## src/rtl/core/cvm_pkg.sv

```systemverilog
// ----------------------------------------------------------------------------
// Cell voltage monitor package
// Shared widths, register indexes, reset values, flag positions and the
// structs that carry settings and step controls between the modules.
// ----------------------------------------------------------------------------
package cvm_pkg;

  localparam int VOLT_W         = 16;
  localparam int ALERT_W        = 3;
  localparam int FLAG_W         = 6;
  localparam int DLY_FIELD_W    = 8;
  localparam int CFG_ADDR_W     = 3;
  localparam int CFG_DATA_W     = 48;
  localparam int BAL_LIM_W      = 48;
  localparam int DELAYS_W       = 32;

  localparam int CELL_COUNT_DEF = 4;
  localparam int DELAY_BITS_DEF = 8;

  // Bit positions inside a cell's flags and alert vectors.
  localparam int FLAG_OVC = 0;
  localparam int FLAG_OVT = 1;
  localparam int FLAG_UV  = 2;
  localparam int FLAG_MAX = 3;
  localparam int FLAG_MIN = 4;
  localparam int FLAG_BAL = 5;

  // Register indexes on the configuration port.
  localparam logic [CFG_ADDR_W-1:0] REG_OVC_SET    = 3'd0;
  localparam logic [CFG_ADDR_W-1:0] REG_OVC_CLR    = 3'd1;
  localparam logic [CFG_ADDR_W-1:0] REG_OVT_SET    = 3'd2;
  localparam logic [CFG_ADDR_W-1:0] REG_OVT_CLR    = 3'd3;
  localparam logic [CFG_ADDR_W-1:0] REG_UV_SET     = 3'd4;
  localparam logic [CFG_ADDR_W-1:0] REG_UV_CLR     = 3'd5;
  localparam logic [CFG_ADDR_W-1:0] REG_BAL_LIMITS = 3'd6;
  localparam logic [CFG_ADDR_W-1:0] REG_DELAYS     = 3'd7;

  localparam logic [VOLT_W-1:0]    RST_OVC_SET    = 16'd4200;
  localparam logic [VOLT_W-1:0]    RST_OVC_CLR    = 16'd4100;
  localparam logic [VOLT_W-1:0]    RST_OVT_SET    = 16'd4300;
  localparam logic [VOLT_W-1:0]    RST_OVT_CLR    = 16'd4150;
  localparam logic [VOLT_W-1:0]    RST_UV_SET     = 16'd2800;
  localparam logic [VOLT_W-1:0]    RST_UV_CLR     = 16'd3000;
  localparam logic [BAL_LIM_W-1:0] RST_BAL_LIMITS = 48'd16750621491220;
  localparam logic [DELAYS_W-1:0]  RST_DELAYS     = 32'd84018442;

  typedef struct packed {
    logic [VOLT_W-1:0]      ovc_set;
    logic [VOLT_W-1:0]      ovc_clr;
    logic [VOLT_W-1:0]      ovt_set;
    logic [VOLT_W-1:0]      ovt_clr;
    logic [VOLT_W-1:0]      uv_set;
    logic [VOLT_W-1:0]      uv_clr;
    logic [DLY_FIELD_W-1:0] dly_ovc;
    logic [DLY_FIELD_W-1:0] dly_ovt;
    logic [DLY_FIELD_W-1:0] dly_uv;
  } cvm_alert_cfg_t;

  typedef struct packed {
    logic [VOLT_W-1:0]      on_th;
    logic [VOLT_W-1:0]      rec;
    logic [VOLT_W-1:0]      dmin;
    logic [DLY_FIELD_W-1:0] dly_bal;
  } cvm_bal_cfg_t;

  // A stage load: meas for a measurement request, tick for a timer tick.
  typedef struct packed {
    logic meas;
    logic tick;
  } cvm_step_t;

endpackage

```

## src/rtl/core/cvm_lane.sv

```systemverilog
// ----------------------------------------------------------------------------
// Cell lane
// Derives one cell voltage from two adjacent taps and runs the three
// hysteretic alerts of that cell with their delay timers.
// ----------------------------------------------------------------------------
module cvm_lane #(
  parameter int DELAY_BITS = cvm_pkg::DELAY_BITS_DEF
) (
  input  logic                           clk,
  input  logic                           rst_n,
  input  cvm_pkg::cvm_step_t             step,
  input  cvm_pkg::cvm_alert_cfg_t        cfg,
  input  logic [cvm_pkg::VOLT_W-1:0]     tap,
  input  logic [cvm_pkg::VOLT_W-1:0]     tap_below,
  output logic [cvm_pkg::VOLT_W-1:0]     volts,
  output logic [cvm_pkg::ALERT_W-1:0]    status
);
  import cvm_pkg::*;

  logic [VOLT_W-1:0]     volts_r, volts_nxt;
  logic [VOLT_W-1:0]     diff;
  logic [ALERT_W-1:0]    alert_r, alert_nxt;
  logic [ALERT_W-1:0]    status_r, status_nxt;
  logic [ALERT_W-1:0]    set_c, clr_c;
  logic [DELAY_BITS-1:0] dly_r   [ALERT_W];
  logic [DELAY_BITS-1:0] dly_nxt [ALERT_W];
  logic [DELAY_BITS-1:0] reload  [ALERT_W];

  assign diff = (tap > tap_below) ? (tap - tap_below) : '0;

  assign set_c[FLAG_OVC] = diff > cfg.ovc_set;
  assign clr_c[FLAG_OVC] = diff < cfg.ovc_clr;
  assign set_c[FLAG_OVT] = diff > cfg.ovt_set;
  assign clr_c[FLAG_OVT] = diff < cfg.ovt_clr;
  assign set_c[FLAG_UV]  = diff < cfg.uv_set;
  assign clr_c[FLAG_UV]  = diff > cfg.uv_clr;

  assign reload[FLAG_OVC] = DELAY_BITS'(cfg.dly_ovc);
  assign reload[FLAG_OVT] = DELAY_BITS'(cfg.dly_ovt);
  assign reload[FLAG_UV]  = DELAY_BITS'(cfg.dly_uv);

  assign volts_nxt = step.meas ? diff : volts_r;

  // The set test runs before the clear test, so with inverted levels both can
  // fire in one request and each reloads the timer. The visible status follows
  // the alert only once its timer has run out.
  always_comb begin
    alert_nxt  = alert_r;
    status_nxt = status_r;
    for (int k = 0; k < ALERT_W; k++) begin
      dly_nxt[k] = dly_r[k];
      if (step.tick) begin
        if (dly_r[k] != '0) begin
          dly_nxt[k] = dly_r[k] - DELAY_BITS'(1);
        end
      end else if (step.meas) begin
        if (set_c[k] && !alert_nxt[k]) begin
          alert_nxt[k] = 1'b1;
          dly_nxt[k]   = reload[k];
        end
        if (clr_c[k] && alert_nxt[k]) begin
          alert_nxt[k] = 1'b0;
          dly_nxt[k]   = reload[k];
        end
        if (dly_nxt[k] == '0) begin
          status_nxt[k] = alert_nxt[k];
        end
      end
    end
  end

  always_ff @(posedge clk) begin
    if (!rst_n) begin
      volts_r  <= '0;
      alert_r  <= '0;
      status_r <= '0;
      for (int k = 0; k < ALERT_W; k++) begin
        dly_r[k] <= '0;
      end
    end else begin
      volts_r  <= volts_nxt;
      alert_r  <= alert_nxt;
      status_r <= status_nxt;
      for (int k = 0; k < ALERT_W; k++) begin
        dly_r[k] <= dly_nxt[k];
      end
    end
  end

  assign volts  = volts_r;
  assign status = status_r;

`ifndef SYNTHESIS
  a_tick_keeps_status: assert property (@(posedge clk) disable iff (!rst_n)
    step.tick |=> $stable(status_r) && $stable(volts_r) && $stable(alert_r))
    else $error("cell lane: tick changed voltage or alert state");

  a_idle_keeps_state: assert property (@(posedge clk) disable iff (!rst_n)
    !step.meas && !step.tick |=> $stable(status_r) && $stable(volts_r))
    else $error("cell lane: state moved without a request");
`endif

endmodule

```

## src/rtl/core/cvm_merge.sv

```systemverilog
// ----------------------------------------------------------------------------
// Lane merge and balancing
// Finds the maximum and minimum cell through a compare tree (a tie goes to the
// lower index), then drives the passive balancing switches with their timers.
// The second stage register is the result register.
// ----------------------------------------------------------------------------
module cvm_merge #(
  parameter int CELL_COUNT = cvm_pkg::CELL_COUNT_DEF,
  parameter int DELAY_BITS = cvm_pkg::DELAY_BITS_DEF
) (
  input  logic                                           clk,
  input  logic                                           rst_n,
  input  cvm_pkg::cvm_step_t                             ld_mm,
  input  cvm_pkg::cvm_step_t                             ld_bal,
  input  cvm_pkg::cvm_bal_cfg_t                          cfg,
  input  logic [CELL_COUNT-1:0][cvm_pkg::VOLT_W-1:0]     volts_in,
  input  logic [CELL_COUNT-1:0][cvm_pkg::ALERT_W-1:0]    alert_in,
  output logic [CELL_COUNT-1:0][cvm_pkg::VOLT_W-1:0]     volts_out,
  output logic [CELL_COUNT-1:0][cvm_pkg::FLAG_W-1:0]     flags_out,
  output logic [CELL_COUNT-1:0]                          bleed_out
);
  import cvm_pkg::*;

  localparam int IDX_W  = $clog2(CELL_COUNT);
  localparam int LEAVES = 1 << IDX_W;

  // Heap-ordered compare trees: node k combines nodes 2k and 2k+1.
  logic [VOLT_W-1:0] hi_v [1:2*LEAVES-1];
  logic [VOLT_W-1:0] lo_v [1:2*LEAVES-1];
  logic [IDX_W-1:0]  hi_i [1:2*LEAVES-1];
  logic [IDX_W-1:0]  lo_i [1:2*LEAVES-1];
  logic [CELL_COUNT-1:0] mx_oh, mn_oh;

  // Min/max stage.
  logic [CELL_COUNT-1:0][VOLT_W-1:0]  vol2_r;
  logic [CELL_COUNT-1:0][ALERT_W-1:0] alt2_r;
  logic [CELL_COUNT-1:0]              mxf_r, mnf_r;
  logic [VOLT_W-1:0]                  vmin_r;

  // Balancing and result stage.
  logic [CELL_COUNT-1:0][VOLT_W-1:0]  vol3_r;
  logic [CELL_COUNT-1:0][ALERT_W-1:0] alt3_r;
  logic [CELL_COUNT-1:0]              mx3_r, mn3_r;
  logic [CELL_COUNT-1:0]              bal_r, bal_nxt;
  logic [DELAY_BITS-1:0]              bdly_r   [CELL_COUNT];
  logic [DELAY_BITS-1:0]              bdly_nxt [CELL_COUNT];
  logic [VOLT_W-1:0]                  delta    [CELL_COUNT];
  logic [DELAY_BITS-1:0]              bal_reload;

  // Padding leaves can never win: a tie keeps the left (lower) index, and
  // the padding values are never strictly above or below a real cell.
  always_comb begin
    for (int j = 0; j < LEAVES; j++) begin
      if (j < CELL_COUNT) begin
        hi_v[LEAVES+j] = volts_in[j];
        lo_v[LEAVES+j] = volts_in[j];
      end else begin
        hi_v[LEAVES+j] = '0;
        lo_v[LEAVES+j] = '1;
      end
      hi_i[LEAVES+j] = IDX_W'(j);
      lo_i[LEAVES+j] = IDX_W'(j);
    end
    for (int k = LEAVES - 1; k >= 1; k--) begin
      if (hi_v[2*k+1] > hi_v[2*k]) begin
        hi_v[k] = hi_v[2*k+1];
        hi_i[k] = hi_i[2*k+1];
      end else begin
        hi_v[k] = hi_v[2*k];
        hi_i[k] = hi_i[2*k];
      end
      if (lo_v[2*k+1] < lo_v[2*k]) begin
        lo_v[k] = lo_v[2*k+1];
        lo_i[k] = lo_i[2*k+1];
      end else begin
        lo_v[k] = lo_v[2*k];
        lo_i[k] = lo_i[2*k];
      end
    end
    for (int i = 0; i < CELL_COUNT; i++) begin
      mx_oh[i] = (hi_i[1] == IDX_W'(i));
      mn_oh[i] = (lo_i[1] == IDX_W'(i));
    end
  end

  always_ff @(posedge clk) begin
    if (!rst_n) begin
      mxf_r <= '0;
      mnf_r <= '0;
    end else if (ld_mm.meas) begin
      mxf_r <= mx_oh;
      mnf_r <= mn_oh;
    end
  end

  always_ff @(posedge clk) begin
    if (ld_mm.meas) begin
      vmin_r <= lo_v[1];
    end
    if (ld_mm.meas || ld_mm.tick) begin
      vol2_r <= volts_in;
      alt2_r <= alert_in;
    end
  end

  assign bal_reload = DELAY_BITS'(cfg.dly_bal);

  // The on test reloads the timer first; the off test then sees that timer,
  // so a zero balance delay switches a cell off in the same request.
  always_comb begin
    bal_nxt = bal_r;
    for (int i = 0; i < CELL_COUNT; i++) begin
      delta[i]    = vol2_r[i] - vmin_r;
      bdly_nxt[i] = bdly_r[i];
      if (ld_bal.tick) begin
        if (bdly_r[i] != '0) begin
          bdly_nxt[i] = bdly_r[i] - DELAY_BITS'(1);
        end
      end else if (ld_bal.meas) begin
        if (vol2_r[i] > cfg.on_th && delta[i] >= cfg.dmin) begin
          bdly_nxt[i] = bal_reload;
          bal_nxt[i]  = 1'b1;
        end
        if (vol2_r[i] < cfg.rec || delta[i] < cfg.dmin || bdly_nxt[i] == '0) begin
          bal_nxt[i] = 1'b0;
        end
      end
    end
  end

  always_ff @(posedge clk) begin
    if (!rst_n) begin
      bal_r <= '0;
      for (int i = 0; i < CELL_COUNT; i++) begin
        bdly_r[i] <= '0;
      end
    end else begin
      bal_r <= bal_nxt;
      for (int i = 0; i < CELL_COUNT; i++) begin
        bdly_r[i] <= bdly_nxt[i];
      end
    end
  end

  always_ff @(posedge clk) begin
    if (ld_bal.meas || ld_bal.tick) begin
      vol3_r <= vol2_r;
      alt3_r <= alt2_r;
      mx3_r  <= mxf_r;
      mn3_r  <= mnf_r;
    end
  end

  always_comb begin
    for (int i = 0; i < CELL_COUNT; i++) begin
      flags_out[i][FLAG_UV:FLAG_OVC] = alt3_r[i];
      flags_out[i][FLAG_MAX]         = mx3_r[i];
      flags_out[i][FLAG_MIN]         = mn3_r[i];
      flags_out[i][FLAG_BAL]         = bal_r[i];
    end
  end

  assign volts_out = vol3_r;
  assign bleed_out = bal_r;

`ifndef SYNTHESIS
  a_one_max_one_min: assert property (@(posedge clk) disable iff (!rst_n)
    ld_mm.meas |=> $onehot(mxf_r) && $onehot(mnf_r))
    else $error("merge: maximum or minimum flag is not unique after a measurement");

  a_result_holds: assert property (@(posedge clk) disable iff (!rst_n)
    !ld_bal.meas && !ld_bal.tick |=> $stable(bal_r) && $stable(vol3_r))
    else $error("merge: result register moved without a load");
`endif

endmodule

```

## src/rtl/core/cell_voltage_monitor_balancer.sv

```systemverilog
// ----------------------------------------------------------------------------
// Cell voltage monitor and passive balancer
// Stack tap measurements in, per-cell voltages, protection flags and
// balancing switch drive out, one result per request.
//
// The in_ channel takes one request per accepted beat: in_tuser low is a
// measurement with the stacked taps in in_tdata, in_tuser high is a
// one-second tick that only moves the delay timers. Every request gives one
// result on the out_ channel, in order. Registers are to be written through
// the cfg_ port while no request is in flight; the block does not check it.
// An accepted request passes through three register stages in order: the
// cell lanes (tap difference and alerts), the min/max compare tree and the
// balancing stage, which holds the result. One request is taken every cycle
// while the receiver takes results. Reset clears the lane voltages, alerts
// and timers, the min/max flags and the balancing switches and timers and
// loads the default thresholds; the result register's voltages, alert and
// min/max flags are not cleared. No result is pending afterwards. A stalled
// receiver holds the result register, and the stages behind it fill up.
// ----------------------------------------------------------------------------
module cell_voltage_monitor_balancer #(
  parameter int  CELL_COUNT = cvm_pkg::CELL_COUNT_DEF,
  parameter int  DELAY_BITS = cvm_pkg::DELAY_BITS_DEF,
  localparam int IN_W       = CELL_COUNT * cvm_pkg::VOLT_W,
  localparam int OUT_BITS   = CELL_COUNT * (cvm_pkg::VOLT_W + cvm_pkg::FLAG_W + 1),
  localparam int OUT_W      = ((OUT_BITS + 7) / 8) * 8
) (
  input  logic                             clk,
  input  logic                             rst_n,
  input  logic                             in_tvalid,
  output logic                             in_tready,
  input  logic [IN_W-1:0]                  in_tdata,   // tap_one, tap_two, ...
  input  logic                             in_tuser,   // mode
  output logic                             out_tvalid,
  input  logic                             out_tready,
  output logic [OUT_W-1:0]                 out_tdata,  // volts_*, flags_*, bleed_enable
  input  logic                             cfg_we,
  input  logic [cvm_pkg::CFG_ADDR_W-1:0]   cfg_addr,
  input  logic [cvm_pkg::CFG_DATA_W-1:0]   cfg_wdata
);
  import cvm_pkg::*;

  logic [VOLT_W-1:0]    ovc_set_r, ovc_clr_r, ovt_set_r, ovt_clr_r, uv_set_r, uv_clr_r;
  logic [BAL_LIM_W-1:0] bal_lim_r;
  logic [DELAYS_W-1:0]  delays_r;
  cvm_alert_cfg_t       acfg;
  cvm_bal_cfg_t         bcfg;

  logic s1_vld_r, s1_mode_r, s2_vld_r, s2_mode_r, out_vld_r;
  logic rdy2, rdy3, in_fire;
  cvm_step_t st1, st2, st3;

  logic [CELL_COUNT-1:0][VOLT_W-1:0]  taps, below;
  logic [CELL_COUNT-1:0][VOLT_W-1:0]  volts_s1, volts_res;
  logic [CELL_COUNT-1:0][ALERT_W-1:0] alert_s1;
  logic [CELL_COUNT-1:0][FLAG_W-1:0]  flags_res;
  logic [CELL_COUNT-1:0]              bleed_res;

  always_ff @(posedge clk) begin
    if (!rst_n) begin
      ovc_set_r <= RST_OVC_SET;
      ovc_clr_r <= RST_OVC_CLR;
      ovt_set_r <= RST_OVT_SET;
      ovt_clr_r <= RST_OVT_CLR;
      uv_set_r  <= RST_UV_SET;
      uv_clr_r  <= RST_UV_CLR;
      bal_lim_r <= RST_BAL_LIMITS;
      delays_r  <= RST_DELAYS;
    end else if (cfg_we) begin
      case (cfg_addr)
        REG_OVC_SET:    ovc_set_r <= cfg_wdata[VOLT_W-1:0];
        REG_OVC_CLR:    ovc_clr_r <= cfg_wdata[VOLT_W-1:0];
        REG_OVT_SET:    ovt_set_r <= cfg_wdata[VOLT_W-1:0];
        REG_OVT_CLR:    ovt_clr_r <= cfg_wdata[VOLT_W-1:0];
        REG_UV_SET:     uv_set_r  <= cfg_wdata[VOLT_W-1:0];
        REG_UV_CLR:     uv_clr_r  <= cfg_wdata[VOLT_W-1:0];
        REG_BAL_LIMITS: bal_lim_r <= cfg_wdata[BAL_LIM_W-1:0];
        REG_DELAYS:     delays_r  <= cfg_wdata[DELAYS_W-1:0];
        default: begin
        end
      endcase
    end
  end

  always_comb begin
    acfg.ovc_set = ovc_set_r;
    acfg.ovc_clr = ovc_clr_r;
    acfg.ovt_set = ovt_set_r;
    acfg.ovt_clr = ovt_clr_r;
    acfg.uv_set  = uv_set_r;
    acfg.uv_clr  = uv_clr_r;
    acfg.dly_ovc = delays_r[31:24];
    acfg.dly_ovt = delays_r[23:16];
    acfg.dly_uv  = delays_r[15:8];
    bcfg.on_th   = bal_lim_r[47:32];
    bcfg.rec     = bal_lim_r[31:16];
    bcfg.dmin    = bal_lim_r[15:0];
    bcfg.dly_bal = delays_r[7:0];
  end

  // Each stage takes a new request when it is empty or its content moves on.
  assign rdy3      = !out_vld_r || out_tready;
  assign rdy2      = !s2_vld_r || rdy3;
  assign in_tready = !s1_vld_r || rdy2;
  assign in_fire   = in_tvalid && in_tready;

  assign st1.meas = in_fire && !in_tuser;
  assign st1.tick = in_fire && in_tuser;
  assign st2.meas = s1_vld_r && rdy2 && !s1_mode_r;
  assign st2.tick = s1_vld_r && rdy2 && s1_mode_r;
  assign st3.meas = s2_vld_r && rdy3 && !s2_mode_r;
  assign st3.tick = s2_vld_r && rdy3 && s2_mode_r;

  always_ff @(posedge clk) begin
    if (!rst_n) begin
      s1_vld_r  <= 1'b0;
      s2_vld_r  <= 1'b0;
      out_vld_r <= 1'b0;
    end else begin
      s1_vld_r  <= in_fire || (s1_vld_r && !rdy2);
      s2_vld_r  <= (s1_vld_r && rdy2) || (s2_vld_r && !rdy3);
      out_vld_r <= (s2_vld_r && rdy3) || (out_vld_r && !out_tready);
    end
  end

  always_ff @(posedge clk) begin
    if (in_fire) begin
      s1_mode_r <= in_tuser;
    end
    if (s1_vld_r && rdy2) begin
      s2_mode_r <= s1_mode_r;
    end
  end

  // Cell one is measured against ground.
  assign taps = in_tdata;
  always_comb begin
    below[0] = '0;
    for (int i = 1; i < CELL_COUNT; i++) begin
      below[i] = taps[i-1];
    end
  end

  for (genvar g = 0; g < CELL_COUNT; g++) begin : g_lane
    cvm_lane #(
      .DELAY_BITS (DELAY_BITS)
    ) u_lane (
      .clk       (clk),
      .rst_n     (rst_n),
      .step      (st1),
      .cfg       (acfg),
      .tap       (taps[g]),
      .tap_below (below[g]),
      .volts     (volts_s1[g]),
      .status    (alert_s1[g])
    );
  end

  cvm_merge #(
    .CELL_COUNT (CELL_COUNT),
    .DELAY_BITS (DELAY_BITS)
  ) u_merge (
    .clk       (clk),
    .rst_n     (rst_n),
    .ld_mm     (st2),
    .ld_bal    (st3),
    .cfg       (bcfg),
    .volts_in  (volts_s1),
    .alert_in  (alert_s1),
    .volts_out (volts_res),
    .flags_out (flags_res),
    .bleed_out (bleed_res)
  );

  assign out_tvalid = out_vld_r;
  assign out_tdata  = OUT_W'({bleed_res, flags_res, volts_res});

endmodule
```

## config.mk

```make
export PLATFORM = sky130hd
export DESIGN_NAME = cell_voltage_monitor_balancer
export DESIGN_NICKNAME = d
export VERILOG_FILES = /design/src/rtl/core/cvm_pkg.sv /design/src/rtl/core/cvm_lane.sv /design/src/rtl/core/cvm_merge.sv /design/src/rtl/core/cell_voltage_monitor_balancer.sv
export SDC_FILE = /design/constraint.sdc
export NUM_CORES = 2
export LEC_CHECK = 0
export BUFFER_PORTS_ARGS = -buffer_cell sky130_fd_sc_hd__buf_2
export CELL_PAD_IN_SITES_DETAIL_PLACEMENT = 1
export CELL_PAD_IN_SITES_GLOBAL_PLACEMENT = 1
export CORE_MARGIN = 2
export CORE_UTILIZATION = 30
export DETAILED_ROUTE_END_ITERATION = 10
export PLACE_DENSITY = 0.6
export SYNTH_ARGS = -nofsm -noshare
export SYNTH_HDL_FRONTEND = slang
export SYNTH_SLANG_ARGS = --single-unit
```

## constraint.sdc

```tcl
create_clock -name clk -period 8.5 [get_ports clk]
set_input_delay 0.85 -clock clk [delete_from_list [all_inputs] [get_ports clk]]
set_output_delay 0.85 -clock clk [all_outputs]
set_load 0.01 [all_outputs]
```

==> out/summary.log <==
INFO  run_status     outcome=complete, no violations
INFO  grt            grt_pass1_wl=279000um
INFO  timing         timing.clock.skew=0.0276ns
INFO  timing         max_freq=158MHz
INFO  critical_path  critical_path.startpoint_type=register
INFO  critical_path  crit_required=9.02ns
INFO  critical_path  critical_path_class=reg2reg
INFO  placement      place.port_buffers=214
INFO  logic_synthesis number_of_synthesized_register_bits=585
INFO  logic_synthesis synth_top_family_by_area=compound AO/OA/AOI/OAI gates
INFO  detailed_routing drt-wirelength-per-cell=25.6um
INFO  logic_synthesis netlist_top_cells_count=ha_1 (729), nand2_1 (691), a21oi_1 (490)
INFO  critical_path  rr_worst_depth=19
INFO  detailed_routing drt_first_iter_violations=2649
INFO  hold_path      hold_path.startpoint=cfg_wdata[43]
INFO  die            die_y=389um
INFO  pwr            clock_power_share=33.8%
INFO  die            die-width=389um
INFO  timing         min_period_over_period=74.7%
INFO  finish         final_core_util=34.0%
INFO  flow_run       max_cap_violations=0
INFO  logic_synthesis synthFlopType=dfxtp_1
INFO  pwr            leakagePower=21.3nW
INFO  finish         synthToLayoutAreaGrowth=12.9%
INFO  logic_synthesis ys_warns=0
INFO  clock_tree     clock_sink_count=585
INFO  finish         post_route_cells_drive_above_1_share=9.01%
INFO  grt            grt_pass1_vias=42400
INFO  logic_synthesis synth-edff-count=178
INFO  critical_path  rr_endpoint=u_merge.bdly_r[1][7]$_SDFFE_PN0P_
INFO  logic_synthesis netlist_instances=5281
INFO  die            core_area=147000um^2
INFO  timing         total_of_endpoints_with_negative_setup_slack_in_the_final_report=0
INFO  clock_tree     post_cts_resize_count=0
INFO  critical_path  worst-path-max-fanout=13
INFO  die            die_area=151000um^2
INFO  placement      globalplace.congestion=0.921
INFO  critical_path  worst_r2r_startpoint=u_merge.vmin_r[1]$_DFFE_PP_
INFO  clock_tree     number_of_hold_repair_buffers_added_at_the_cts_stage=0
INFO  clock_tree     clock-root-buffer=clkbuf_16
INFO  grt            largest_net_degree_at_the_start_of_global_routing=78
INFO  finish         fillers=17400
INFO  pwr            power.net_switching=3.57mW
INFO  hold_path      min-delay-path-class=in2reg
INFO  logic_synthesis yosys.cell_count.top_type=ha_1
INFO  detailed_routing dr_drc_count=0
INFO  logic_synthesis yosys.cell_types.count=100
INFO  critical_path  worstPathArrival=6.87ns
INFO  clock_tree     cts_buffers=74
INFO  critical_path  setup.worst_path.end_class=register
INFO  timing         worst_hold_slack=0.397ns
INFO  detailed_routing dr.pass1.iters=5
INFO  detailed_routing routed_wl=190000um
INFO  logic_synthesis synth_simple_gate_area_share=17.2%
INFO  logic_synthesis synth.area.top_cells=ha_1 (21%), dfxtp_1 (18%), edfxtp_1 (12%)
INFO  pwr            combPwrFrac=32.9%
INFO  logic_synthesis mappedNetlistArea=44500um^2
INFO  finish         number_of_nets_in_the_final_layout=6289
INFO  grt            initial_antenna_violation_count=6
INFO  clock_tree     clkTransAtPathRegs=0.06ns
INFO  timing         timing.max_slew.rel_slack=6.99%
INFO  pwr            power_switching_share=37.0%
INFO  critical_path  crit_path_cell_trace=inv_1, ha_1, nor2b_1, o21ai_0, a21boi_0, o21ai_0, a21oi_1, a41o_1, o41ai_1, o2111ai_1, a21oi_1, xnor2_1, ha_1, nand4_1, nor3_1, nand4_1, a211o_1, o311ai_0, a211oi_1
INFO  logic_synthesis ys_seq_area_share=30.3%
INFO  die            rows=141
INFO  clock_tree     ctsHtreeMaxLevel=3
INFO  critical_path  setup.reg_to_reg.worst_slack=2.15ns
INFO  die            floorplan.initialDensity=30.2%
INFO  timing         final_period_minus_worst_setup_slack=6.35ns
INFO  timing         final_total_negative_setup_slack=0ns
INFO  hold_path      min_path_cells=3
INFO  timing         rsz0062_at_grt=no
INFO  pwr            power_density=192nW/um^2
INFO  logic_synthesis async_set_reset_flop_share_out_of_synthesis=0%
INFO  grt            track_usage=24.6%
INFO  placement      place_hpwl=147000um
INFO  logic_synthesis synth_adder_area_share=20.8%
INFO  timing         tightest_slew=1.36ns
INFO  logic_synthesis synth_largest_type_area_fraction=20.5%
INFO  logic_synthesis synth_area_in_compound_gates=21.3%
INFO  timing         timing_max_transition_violations_final=0
INFO  critical_path  cpMaxStageDelayCell=o41ai_1
INFO  finish         diodes=0
INFO  grt            grt-ovfl-total=0
INFO  hold_path      whs_endpoint=bal_lim_r[43]$_SDFFE_PN1P_
INFO  pwr            internal-power=6.07mW
INFO  critical_path  cp_slowest_stage_delay=0.79ns
INFO  logic_synthesis yosys.area.top_type=ha_1
INFO  pwr            seq_power_share=33.3%
INFO  pwr            vdd_drop_max=0.136mV
INFO  detailed_routing via_count=41600
INFO  clock_tree     clk-insertion-delay-late=0.70ns
INFO  logic_synthesis syn-mean-instance-area=8.42um^2
INFO  clock_tree     post_cts.repair.setup_buffers=0
INFO  detailed_routing route.antenna.remaining_nets=0
INFO  logic_synthesis synth_mux_area_share=2.47%
INFO  timing         hold_viol=0
INFO  die            io-pin-count=219
INFO  clock_tree     cts_tree=done
INFO  clock_tree     cts_max_path_buffers=3
INFO  logic_synthesis synth_xor_area_share=2.44%
INFO  detailed_routing via_per_inst=5.60
[power groups by stage]
stage	sequential (mW)	combinational, mW	clock (mW)
global placement	3.26	3.07	0
detailed placement	3.27	3.14	0
global route	3.23	3.48	3.43
finish	3.21	3.17	3.26
floorplan	3.20	2.13	0
CTS	3.21	3.16	3.35
[worst max-delay path: cells and delay by family, from the launching register on]
family                     cells  cell delay (ns)
adders and majority gates      2             0.64
AOI/OAI and AO/OA             11             3.56
xor gates and xnor gates       1             0.09
buffers and inverters          1             0.36
and+or+nand+nor                4             1.18
DFF                            1             0.37
[through the flow]
| stage | instances | setup WS, ns | area, um^2 | power (mW) |
|---|---|---|---|---|
| 6_report | 7423 | 2.15 | 50200 | 9.63 |
| 5_1_grt | 7423 | 1.87 | 50200 | 10.1 |
| 4_1_cts | 7423 | 2.22 | 50200 | 9.71 |
| 3_5_place_dp | 7286 | 1.67 | 47700 | 6.41 |
| 3_3_place_gp | 7286 | 1.80 | 47700 | 6.33 |
| 2_1_floorplan | 5284 | 1.41 | 44500 | 5.33 |
[cell usage in the layout, fill, tap and decap left out, types with 31 or more instances in the layout]
master / synthesis / layout
dfxtp_1: 407 / 407
nor4_1: 31 / 31
nor2b_1: 57 / 56
o211ai_1: 72 / 72
nor2_1: 298 / 293
nand2b_1: 36 / 36
nor3_1: 129 / 127
buf_4: 10 / 71
a21oi_1: 490 / 489
a31oi_1: 43 / 43
nand2_1: 691 / 689
xnor2_1: 90 / 90
a211oi_1: 51 / 51
mux2i_1: 85 / 85
ha_1: 729 / 729
a21o_1: 183 / 183
a221oi_1: 42 / 42
o21a_1: 70 / 70
inv_1: 400 / 399
or3_1: 31 / 31
nand4_1: 100 / 100
o21ai_0: 227 / 226
edfxtp_1: 178 / 178
clkbuf_16: 0 / 77
nand3_1: 145 / 144
buf_2: 4 / 213
xor2_1: 34 / 34
[worst max-delay path by stage]
stage / from / endpoint / slack (ns) / cells past startpoint
2_1_floorplan: out_tready / u_merge.alt2_r[0]$_DFFE_PP_ / 1.41 / 2
3_3_place_gp: in_tdata[17] / g_lane[2].u_lane.dly_r[0][12]$_SDFFE_PN0P_ / 1.80 / 24
3_5_place_dp: in_tdata[32] / g_lane[2].u_lane.dly_r[0][9]$_SDFFE_PN0P_ / 1.67 / 25
4_1_cts: u_merge.vmin_r[1]$_DFFE_PP_ / u_merge.bdly_r[1][7]$_SDFFE_PN0P_ / 2.22 / 19
5_1_grt: in_tdata[32] / g_lane[2].u_lane.dly_r[0][8]$_SDFFE_PN0P_ / 1.87 / 25
6_report: u_merge.vmin_r[1]$_DFFE_PP_ / u_merge.bdly_r[1][7]$_SDFFE_PN0P_ / 2.15 / 19
[flip-flops by register name, indices dropped and copies added (netlist names), 32 cells and up]
register / count
bal_lim_r: 48
delays_r: 32
g_lane.u_lane.dly_r: 96
g_lane.u_lane.volts: 64
u_merge.bdly_r: 32
u_merge.vol2_r: 64
u_merge.volts_out: 64
[kinds of logic after synthesis]
group / after synthesis
other: 1
and+or+nand+nor: 1654
DFF: 585
adders and majority gates: 737
muxes: 107
buffers and inverters: 615
AOI/OAI and AO/OA: 1458
xor gates and xnor gates: 124
[metal layers]
layer	wire length, um	global-route usage (%)	part of all wire [%]
met5	57	0	0.030
met4	9240	10.9	4.9
met3	8620	2.96	4.5
met2	89900	41.9	47
met1	82400	31.2	43
[cell type report]
cell class	count	area, um^2	area share (%)
multi-input combinational	4084	28700	57.2
tap	1930	2410	4.81
clock buffer	102	2120	4.22
clock inverter	35	333	0.663
timing repair buffer	285	1610	3.21
inverter	402	1520	3.03
sequential	585	13500	26.9
(Power assumes the default switching activity.)
